`src/rtl/core/stl_pkg.sv`:
```
package stl_pkg;

    // Run counter width and saturation limit
    localparam int RunCountWidth = 16;
    localparam logic [15:0] SpaceLimit = (RunCountWidth >= 16) ? 16'hFFFF :
        16'((32'd1 << RunCountWidth) - 32'd1);

    // Record queue between front and back
    localparam int QueueDepth = 4;
    localparam int QueuePtrWidth = $clog2(QueueDepth);
    localparam int QueueCntWidth = $clog2(QueueDepth + 1);

    // Configuration port
    localparam int CfgAddrWidth = 2;
    localparam logic [CfgAddrWidth-1:0] AddrWhitespaceMode = 2'd0;

    // Token kinds
    localparam logic [2:0] KindChar    = 3'd0;
    localparam logic [2:0] KindNewline = 3'd1;
    localparam logic [2:0] KindTab     = 3'd2;
    localparam logic [2:0] KindSpace   = 3'd3;
    localparam logic [2:0] KindGroup   = 3'd4;
    localparam logic [2:0] KindNumber  = 3'd5;
    localparam logic [2:0] KindString  = 3'd6;
    localparam logic [2:0] KindIdent   = 3'd7;

    // Whitespace modes
    localparam logic [1:0] WsLiteral  = 2'd0;
    localparam logic [1:0] WsRaw      = 2'd1;
    localparam logic [1:0] WsSuppress = 2'd2;
    localparam logic [1:0] WsGroup    = 2'd3;

    // Lexer states
    localparam logic [2:0] LexIdle  = 3'd0;
    localparam logic [2:0] LexNum   = 3'd1;
    localparam logic [2:0] LexIdent = 3'd2;
    localparam logic [2:0] LexStr   = 3'd3;
    localparam logic [2:0] LexSpace = 3'd4;
    localparam logic [2:0] LexDrop  = 3'd5;

    // Characters
    localparam logic [7:0] ChBackslash = 8'h5C;
    localparam logic [7:0] ChDot       = 8'h2E;
    localparam logic [7:0] ChUnderscore = 8'h5F;
    localparam logic [7:0] ChNewline   = 8'h0A;
    localparam logic [7:0] ChTab       = 8'h09;
    localparam logic [7:0] ChSpace     = 8'h20;
    localparam logic [7:0] ChDquote    = 8'h22;
    localparam logic [7:0] ChSquote    = 8'h27;
    localparam logic [7:0] ChNul       = 8'h00;

    typedef struct packed {
        logic [7:0] text_byte;
        logic       line_end;
    } text_in_t;

    typedef struct packed {
        logic [2:0]  token_kind;
        logic [7:0]  token_byte;
        logic        token_start;
        logic [15:0] space_run;
        logic        step_last;
    } token_out_t;

    // All results of one byte: one or two items
    typedef struct packed {
        token_out_t item_a;
        token_out_t item_b;
        logic       two;
    } step_rec_t;

endpackage

```
`src/rtl/core/source_text_lexer.sv`:
```
// A byte accepted at a clock edge writes its step record, if it has results, into the queue at that edge.
// Throughput: one byte per cycle while the queue is not full; a byte with two results needs two pops.
// Four step records queue between the classifier and the result serializer.
// Reset (rst_n low, asynchronous): lexer idle, queue empty, whitespace_mode = 0.
module source_text_lexer (
    input  logic                              clk,
    input  logic                              rst_n,
    input  logic                              push,
    output logic                              full,
    input  stl_pkg::text_in_t                 item,
    output logic                              empty,
    input  logic                              pop,
    output stl_pkg::token_out_t               result,
    input  logic                              psel,
    input  logic                              penable,
    input  logic                              pwrite,
    input  logic [stl_pkg::CfgAddrWidth-1:0]  paddr,
    input  logic [31:0]                       pwdata,
    output logic [31:0]                       prdata,
    output logic                              pready
);

    logic [1:0]          whitespace_mode_reg;
    logic                accept;
    logic                rec_valid;
    logic                rd_en;
    logic                q_empty, q_full;
    stl_pkg::step_rec_t  rec, head;

    // Configuration register
    assign pready = 1'b1;
    assign prdata = (paddr == stl_pkg::AddrWhitespaceMode) ?
                    {30'd0, whitespace_mode_reg} : 32'd0;

    always_ff @(posedge clk or negedge rst_n)
    begin
        if (!rst_n)
            whitespace_mode_reg <= stl_pkg::WsLiteral;
        else if (psel && penable && pwrite && pready
                 && (paddr == stl_pkg::AddrWhitespaceMode))
            whitespace_mode_reg <= pwdata[1:0];
    end

    // Input transfer
    assign full   = q_full;
    assign accept = push && !q_full;
    assign empty  = q_empty;

    stl_front u_front (
        .clk       (clk),
        .rst_n     (rst_n),
        .item      (item),
        .accept    (accept),
        .ws_mode   (whitespace_mode_reg),
        .rec       (rec),
        .rec_valid (rec_valid)
    );

    stl_queue u_queue (
        .clk     (clk),
        .rst_n   (rst_n),
        .wr_en   (rec_valid),
        .wr_rec  (rec),
        .rd_en   (rd_en),
        .rd_rec  (head),
        .q_empty (q_empty),
        .q_full  (q_full)
    );

    stl_back u_back (
        .clk     (clk),
        .rst_n   (rst_n),
        .head    (head),
        .q_empty (q_empty),
        .pop     (pop),
        .rd_en   (rd_en),
        .result  (result)
    );

endmodule

```
`src/rtl/core/stl_front.sv`:
```
module stl_front (
    input  logic                 clk,
    input  logic                 rst_n,
    input  stl_pkg::text_in_t    item,
    input  logic                 accept,
    input  logic [1:0]           ws_mode,
    output stl_pkg::step_rec_t   rec,
    output logic                 rec_valid
);

    logic [2:0]  mode_reg, mode_next;
    logic [7:0]  quote_reg, quote_next;
    logic        esc_reg, esc_next;
    logic [15:0] cnt_reg, cnt_next;

    logic [7:0]  b;
    logic        le;
    logic        is_digit, is_alpha, is_ws;
    logic [2:0]  ws_kind;

    logic        pre_valid, fresh_valid, end_valid, handled;
    stl_pkg::token_out_t pre_item, fresh_item, end_item;

    function automatic stl_pkg::token_out_t make_item(
        input logic [2:0] kind, input logic [7:0] byte_v, input logic start);
        stl_pkg::token_out_t t;
        t.token_kind  = kind;
        t.token_byte  = byte_v;
        t.token_start = start;
        t.space_run   = 16'd0;
        t.step_last   = 1'b0;
        return t;
    endfunction

    function automatic stl_pkg::token_out_t make_flush(input logic [15:0] cnt);
        stl_pkg::token_out_t t;
        if (cnt >= 16'd2)
        begin
            t.token_kind = stl_pkg::KindGroup;
            t.token_byte = 8'd0;
            t.space_run  = cnt;
        end
        else
        begin
            t.token_kind = stl_pkg::KindSpace;
            t.token_byte = stl_pkg::ChSpace;
            t.space_run  = 16'd0;
        end
        t.token_start = 1'b1;
        t.step_last   = 1'b0;
        return t;
    endfunction

    assign b  = item.text_byte;
    assign le = item.line_end;

    // Byte classes
    assign is_digit = (b >= 8'h30) && (b <= 8'h39);
    assign is_alpha = ((b >= 8'h61) && (b <= 8'h7A)) || ((b >= 8'h41) && (b <= 8'h5A));
    assign is_ws    = (b == stl_pkg::ChNewline) || (b == stl_pkg::ChTab)
                   || (b == stl_pkg::ChSpace);
    assign ws_kind  = (b == stl_pkg::ChNewline) ? stl_pkg::KindNewline :
                      (b == stl_pkg::ChTab) ? stl_pkg::KindTab : stl_pkg::KindSpace;

    // One lexer step: line drop, zero byte, continuation, fresh token, end-of-line close
    always_comb
    begin
        mode_next   = mode_reg;
        quote_next  = quote_reg;
        esc_next    = esc_reg;
        cnt_next    = cnt_reg;
        pre_valid   = 1'b0;
        fresh_valid = 1'b0;
        end_valid   = 1'b0;
        handled     = 1'b0;
        pre_item    = '0;
        fresh_item  = '0;
        end_item    = '0;

        if (mode_reg == stl_pkg::LexDrop)
        begin
            if (le)
            begin
                mode_next  = stl_pkg::LexIdle;
                quote_next = 8'd0;
                esc_next   = 1'b0;
                cnt_next   = 16'd0;
            end
        end
        else if (b == stl_pkg::ChNul)
        begin
            if (mode_reg == stl_pkg::LexSpace)
            begin
                pre_valid = 1'b1;
                pre_item  = make_flush(cnt_reg);
            end
            mode_next  = le ? stl_pkg::LexIdle : stl_pkg::LexDrop;
            quote_next = 8'd0;
            esc_next   = 1'b0;
            cnt_next   = 16'd0;
        end
        else
        begin
            // continue an open token
            case (mode_reg)
                stl_pkg::LexSpace:
                begin
                    if (b == stl_pkg::ChSpace)
                    begin
                        if (cnt_reg < stl_pkg::SpaceLimit)
                            cnt_next = cnt_reg + 16'd1;
                        handled = 1'b1;
                    end
                    else
                    begin
                        pre_valid = 1'b1;
                        pre_item  = make_flush(cnt_reg);
                        cnt_next  = 16'd0;
                        mode_next = stl_pkg::LexIdle;
                    end
                end
                stl_pkg::LexStr:
                begin
                    pre_valid = 1'b1;
                    pre_item  = make_item(stl_pkg::KindString, b, 1'b0);
                    handled   = 1'b1;
                    if (b == stl_pkg::ChBackslash)
                        esc_next = ~esc_reg;
                    else if ((b == quote_reg) && !esc_reg)
                    begin
                        mode_next  = stl_pkg::LexIdle;
                        quote_next = 8'd0;
                    end
                    else
                        esc_next = 1'b0;
                end
                stl_pkg::LexNum:
                begin
                    if (is_digit || is_alpha || (b == stl_pkg::ChDot))
                    begin
                        pre_valid = 1'b1;
                        pre_item  = make_item(stl_pkg::KindNumber, b, 1'b0);
                        handled   = 1'b1;
                    end
                end
                stl_pkg::LexIdent:
                begin
                    if (is_alpha || (b == stl_pkg::ChUnderscore))
                    begin
                        pre_valid = 1'b1;
                        pre_item  = make_item(stl_pkg::KindIdent, b, 1'b0);
                        handled   = 1'b1;
                    end
                end
                default:
                begin
                end
            endcase

            // start a new token
            if (!handled)
            begin
                mode_next = stl_pkg::LexIdle;
                if (is_ws)
                begin
                    case (ws_mode)
                        stl_pkg::WsRaw:
                        begin
                            fresh_valid = 1'b1;
                            fresh_item  = make_item(stl_pkg::KindChar, b, 1'b1);
                        end
                        stl_pkg::WsSuppress:
                        begin
                        end
                        stl_pkg::WsGroup:
                        begin
                            if (b == stl_pkg::ChSpace)
                            begin
                                mode_next = stl_pkg::LexSpace;
                                cnt_next  = 16'd1;
                            end
                            else
                            begin
                                fresh_valid = 1'b1;
                                fresh_item  = make_item(ws_kind, b, 1'b1);
                            end
                        end
                        default:
                        begin
                            fresh_valid = 1'b1;
                            fresh_item  = make_item(ws_kind, b, 1'b1);
                        end
                    endcase
                end
                else if (is_digit)
                begin
                    mode_next   = stl_pkg::LexNum;
                    fresh_valid = 1'b1;
                    fresh_item  = make_item(stl_pkg::KindNumber, b, 1'b1);
                end
                else if (is_alpha)
                begin
                    mode_next   = stl_pkg::LexIdent;
                    fresh_valid = 1'b1;
                    fresh_item  = make_item(stl_pkg::KindIdent, b, 1'b1);
                end
                else if ((b == stl_pkg::ChDquote) || (b == stl_pkg::ChSquote))
                begin
                    mode_next   = stl_pkg::LexStr;
                    quote_next  = b;
                    esc_next    = 1'b0;
                    fresh_valid = 1'b1;
                    fresh_item  = make_item(stl_pkg::KindString, b, 1'b1);
                end
                else
                begin
                    fresh_valid = 1'b1;
                    fresh_item  = make_item(stl_pkg::KindChar, b, 1'b1);
                end
            end

            // line end closes everything
            if (le)
            begin
                if (mode_next == stl_pkg::LexSpace)
                begin
                    end_valid = 1'b1;
                    end_item  = make_flush(cnt_next);
                end
                mode_next  = stl_pkg::LexIdle;
                quote_next = 8'd0;
                esc_next   = 1'b0;
                cnt_next   = 16'd0;
            end
        end
    end

    // Pack up to two items in order
    always_comb
    begin
        rec = '0;
        if (pre_valid)
        begin
            rec.item_a = pre_item;
            rec.two    = fresh_valid || end_valid;
            rec.item_b = fresh_valid ? fresh_item : end_item;
        end
        else
        begin
            rec.item_a = fresh_valid ? fresh_item : end_item;
            rec.two    = fresh_valid && end_valid;
            rec.item_b = end_item;
        end
        rec.item_a.step_last = !rec.two;
        rec.item_b.step_last = 1'b1;
    end

    assign rec_valid = accept && (pre_valid || fresh_valid || end_valid);

    // Lexer state
    always_ff @(posedge clk or negedge rst_n)
    begin
        if (!rst_n)
        begin
            mode_reg  <= stl_pkg::LexIdle;
            quote_reg <= 8'd0;
            esc_reg   <= 1'b0;
            cnt_reg   <= 16'd0;
        end
        else if (accept)
        begin
            mode_reg  <= mode_next;
            quote_reg <= quote_next;
            esc_reg   <= esc_next;
            cnt_reg   <= cnt_next;
        end
    end

    // A line end always leaves the lexer idle and clean
    a_line_end_idle: assert property (@(posedge clk) disable iff (!rst_n)
        accept && le |=> (mode_reg == stl_pkg::LexIdle) && (cnt_reg == 16'd0)
                         && !esc_reg && (quote_reg == 8'd0))
        else $error("lexer state not cleared at line end");

    // A space run is only open while its count is nonzero
    a_run_count: assert property (@(posedge clk) disable iff (!rst_n)
        (mode_reg == stl_pkg::LexSpace) |-> (cnt_reg != 16'd0))
        else $error("open space run with zero count");

endmodule

```
`src/rtl/core/stl_queue.sv`:
```
module stl_queue (
    input  logic                clk,
    input  logic                rst_n,
    input  logic                wr_en,
    input  stl_pkg::step_rec_t  wr_rec,
    input  logic                rd_en,
    output stl_pkg::step_rec_t  rd_rec,
    output logic                q_empty,
    output logic                q_full
);

    stl_pkg::step_rec_t                  slot_reg [stl_pkg::QueueDepth];
    logic [stl_pkg::QueuePtrWidth-1:0]   wr_ptr_reg, rd_ptr_reg;
    logic [stl_pkg::QueueCntWidth-1:0]   cnt_reg, cnt_next;

    assign q_empty = (cnt_reg == '0);
    assign q_full  = (cnt_reg == stl_pkg::QueueCntWidth'(stl_pkg::QueueDepth));
    assign rd_rec  = slot_reg[rd_ptr_reg];

    always_comb
    begin
        cnt_next = cnt_reg;
        if (wr_en && !(rd_en && !q_empty))
            cnt_next = cnt_reg + 1'b1;
        else if (!wr_en && rd_en && !q_empty)
            cnt_next = cnt_reg - 1'b1;
    end

    // Pointers and fill count
    always_ff @(posedge clk or negedge rst_n)
    begin
        if (!rst_n)
        begin
            wr_ptr_reg <= '0;
            rd_ptr_reg <= '0;
            cnt_reg    <= '0;
        end
        else
        begin
            if (wr_en)
                wr_ptr_reg <= wr_ptr_reg + 1'b1;
            if (rd_en && !q_empty)
                rd_ptr_reg <= rd_ptr_reg + 1'b1;
            cnt_reg <= cnt_next;
        end
    end

    // Record storage
    always_ff @(posedge clk)
    begin
        if (wr_en)
            slot_reg[wr_ptr_reg] <= wr_rec;
    end

    a_no_overflow: assert property (@(posedge clk) disable iff (!rst_n)
        wr_en |-> !q_full)
        else $error("record written into full queue");

    a_count_bound: assert property (@(posedge clk) disable iff (!rst_n)
        cnt_reg <= stl_pkg::QueueCntWidth'(stl_pkg::QueueDepth))
        else $error("queue count out of range");

endmodule

```
`src/rtl/core/stl_back.sv`:
```
module stl_back (
    input  logic                 clk,
    input  logic                 rst_n,
    input  stl_pkg::step_rec_t   head,
    input  logic                 q_empty,
    input  logic                 pop,
    output logic                 rd_en,
    output stl_pkg::token_out_t  result
);

    logic second_reg;
    logic take;

    assign take   = pop && !q_empty;
    assign result = second_reg ? head.item_b : head.item_a;
    // release the record after its last item
    assign rd_en  = take && (second_reg || !head.two);

    always_ff @(posedge clk or negedge rst_n)
    begin
        if (!rst_n)
            second_reg <= 1'b0;
        else if (take)
            second_reg <= head.two && !second_reg;
    end

    a_second_valid: assert property (@(posedge clk) disable iff (!rst_n)
        second_reg |-> !q_empty && head.two)
        else $error("second item selected without a two-item record");

endmodule

```
`config.mk`:
```
export PLATFORM = sky130hd
export DESIGN_NAME = source_text_lexer
export DESIGN_NICKNAME = d
export VERILOG_FILES = /design/src/rtl/core/stl_pkg.sv /design/src/rtl/core/source_text_lexer.sv /design/src/rtl/core/stl_front.sv /design/src/rtl/core/stl_queue.sv /design/src/rtl/core/stl_back.sv
export SDC_FILE = /design/constraint.sdc
export NUM_CORES = 1
export LEC_CHECK = 0
export BUFFER_PORTS_ARGS = -buffer_cell sky130_fd_sc_hd__buf_2
export CAP_MARGIN = 20
export CORE_MARGIN = 8
export CORE_UTILIZATION = 55
export CTS_CLUSTER_DIAMETER = 80
export DETAILED_ROUTE_END_ITERATION = 10
export GPL_TIMING_DRIVEN = 0
export PLACE_DENSITY = 0.75
export SLEW_MARGIN = 20
export SYNTH_ARGS = -nofsm -noshare
export SYNTH_HDL_FRONTEND = slang
export SYNTH_HIERARCHICAL = 1
export SYNTH_SLANG_ARGS = --single-unit
```
`constraint.sdc`:
```
create_clock -name clk -period 8.7 [get_ports clk]
set_input_delay 1.74 -clock clk [delete_from_list [all_inputs] [get_ports clk]]
set_output_delay 1.74 -clock clk [all_outputs]
set_load 0.02 [all_outputs]
```
==> qor.csv <==
metric,value,unit
avgSynthCellArea,14.66,um2
clk_latency,0.53,ns
ys.flop_type,edfxtp_1,
core,23190,um2
numCtsBuffers,27,
fin_skew,0.02545,ns
yosys.area.top_type,edfxtp_1,
grt_first_pass_wirelength,45200,um
fmax,175.7,MHz
rows,56,
die_area,28560,um2
hold_path.class,register to register,
p_leak,5.066,nW
post_drt_via_cell_ratio,5.840,
synth_area,12870,um2
drive_gt1_share,26.16,%
synth_edf_count,236,
drt_iter0_drc,743,
cts.sinks,274,
synth_cells,878,
setup_violations,0,
pin_count,114,
r2r_cells,10,
status,finished clean,
critPathKind,input pin to register,
critPathSlowestCell,or4_4,
grt_pass1_vias,8029,
fin_nets,1046,
ys_seq_elements,274,
endpoint_kind,register,
largest_reg_flops,236,
cts_hold_buf,0,
h-tree-depth,1,
totalWireLength,29050,um
cp_top_family,simple AND/OR/NAND/NOR gates,
synth_top_area_share,55.05,%
path_depth,15,
dieWidth,169.0,um
slew_headroom,32.12,%
seq_area_frac_synth,62.44,%
postCtsResizedCells,0,
synth_warnings,6,
root_buffer,clkbuf_16,
antenna_cells,0,
hold_depth,1,
vias,7756,
fin_area,14590,um2
clk_path_buf_depth,3,
synth-async-reset-ratio,13.87,%
cpMostUsedCell,buf_2,
ant_nets,0,
antenna_found_initial,0,
setup_tns,0,ns
p_total,4.412,mW
cp.arrival,6.15,ns
p_per_area,302.3,nW/um2
post-dp-hpwl,19260,um
fill_cells,1712,
fin_crit,5.693,ns
cpPeakStageDelay,0.55,ns
utilization,62.92,%
crit_required,9.15,ns
grt-ovfl-total,0,
drc,0,
path_clk_slew,0.06,ns
port_buffers,49,
crit_chain,"buf_2, or4_4, o22ai_2, o22ai_1, a211oi_2, a21oi_2, or3_1, buf_2, and3_1, nor2b_1, buf_2, nand2_1, fa_1, or4_1, o211ai_1",
tritoncts,built,
die_height,169.0,um
tightest_slew,1.014,ns
grt_max_degree,41,
path_max_fanout,10,
hold_viol_final,0,
grt_usage,20.50,%
dr.pass1.iters,5,
critPathLaunchType,input pin,
cap_violations,0,
floorplan.initialDensity,55.50,%
place_congestion,0.9479,
post-cts-setup-buffer-count,0,
drv_slew,0,
area_delta_synth_final,13.36,%
rsz0062_at_grt,false,
ir_drop,0.1791,mV
synthDistinctLibCells,72,
synthTopCellsByArea,"edfxtp_1 55%, mux4_2 10%, dfrtp_1 7.4%, mux2_2 2.7%, buf_4 2.0%",
finalCritPeriodShare,65.44,%
path_buf_inv,3,
placed_cell_area,13730,um2
wl_per_cell,21.88,um
-- path summary, 6_finish.rpt --
path                                                      from                                 to  slack (ns)
min in group asynchronous                                rst_n      u_back/second_reg$_DFFE_PN0P_        1.35
worst max-delay path                                   item[1]     u_queue/cnt_reg[2]$_DFFE_PN0P_        3.01
worst max register to register  u_front/cnt_reg[1]$_DFFE_PN0P_  u_queue/slot_reg[0][41]$_DFFE_PP_        4.47
max in group asynchronous                                rst_n    u_front/cnt_reg[15]$_DFFE_PN0P_        6.78
worst min-delay path               u_front/esc_reg$_DFFE_PN0P_        u_front/esc_reg$_DFFE_PN0P_        0.49
worst min register to register     u_front/esc_reg$_DFFE_PN0P_        u_front/esc_reg$_DFFE_PN0P_        0.49
-- per-stage QoR --
step | hold WS (ns) | std cells | setup slack [ns]
after detailed placement | 0.4826 | 1279 | 2.540
after global routing | 0.4972 | 1328 | 2.712
final | 0.4894 | 1328 | 3.007
after CTS | 0.4895 | 1328 | 3.065
after floorplan | 0.4486 | 907 | 2.407
after global placement | 0.4665 | 1275 | 0.8289
-- per-layer routing --
layer  global-route usage, %  part of all wire [%]
met5                       0                     0
met4                   4.733                   1.6
met3                   2.888                   7.3
met2                   34.12                    49
met1                   28.36                    43
-- synth_stat cells, types with 3 or more instances --
| cell | number |
|---|---|
| a21oi_1 | 24 |
| or2_2 | 4 |
| xnor2_1 | 9 |
| edfxtp_1 | 236 |
| nand4_1 | 8 |
| buf_6 | 5 |
| buf_12 | 6 |
| clkbuf_1 | 20 |
| mux4_2 | 58 |
| xor2_1 | 10 |
| mux2i_1 | 4 |
| nand3_1 | 22 |
| buf_4 | 34 |
| and2_1 | 21 |
| buf_2 | 16 |
| inv_1 | 15 |
| nand2_1 | 59 |
| a211oi_1 | 3 |
| nor3b_1 | 5 |
| o22ai_1 | 8 |
| and3_1 | 3 |
| o21ai_1 | 9 |
| nor2b_1 | 11 |
| nor4_1 | 7 |
| o31ai_1 | 13 |
| o21ai_0 | 28 |
| a21o_1 | 10 |
| mux2_2 | 31 |
| ha_1 | 6 |
| dfrtp_1 | 38 |
| nor2_1 | 49 |
| or4_1 | 3 |
| conb_1 | 3 |
| o21a_1 | 3 |
| nor3_1 | 32 |
| a211o_1 | 4 |
| or3_1 | 6 |
| nand2b_1 | 10 |
-- layout by cell type, fill, tap and decap left out, drive strengths merged, types with 10 or more instances in the layout --
cell	instances
nor2b	11
dfrtp	38
inv	16
nand2b	10
a21o	10
o31ai	13
mux2	33
buf	114
and2	21
nor2	50
o21ai	37
xor2	10
a21oi	25
conb	32
nand3	22
clkinv	12
edfxtp	236
clkbuf	53
nand2	59
mux4	59
nor3	33
-- worst register-to-register path, cell delays in order (launching register included) --
cell and delay (ns):
dfrtp_1 0.56, ha_1 0.28, nand3_1 0.34, nor4_1 0.55
mux2i_1 0.52, a21boi_0 0.24, nand4_1 0.12, or4_4 0.61
a22oi_2 0.31, buf_4 0.27, o21ai_1 0.16
-- power by group --
group | switching (mW) | total [mW] | internal (mW)
sequential | 0.0852 | 1.82 | 1.74
combinational | 0.807 | 1.47 | 0.659
clock | 0.472 | 1.12 | 0.652
-- cells by family after synthesis --
group	share of synthesized area, %
simple gates	10.35
compound gates	6.541
buf+inv	4.996
flops	62.44
other cells	0.08747
xor+xnor	1.293
mux	13.55
fa+ha+maj	0.7387
-- cell type report --
type	instances	area, um2	area share (%)
Sequential cell	274	8038	55.08
Multi-Input combinational cell	537	4310	29.54
Clock buffer	33	728.2	4.990
Buffer	81	586.8	4.021
Tap cell	319	399.1	2.735
Timing Repair Buffer	53	340.3	2.332
Clock inverter	16	133.9	0.9174
Inverter	15	56.30	0.3858
Power figures use the tool's default switching activity.
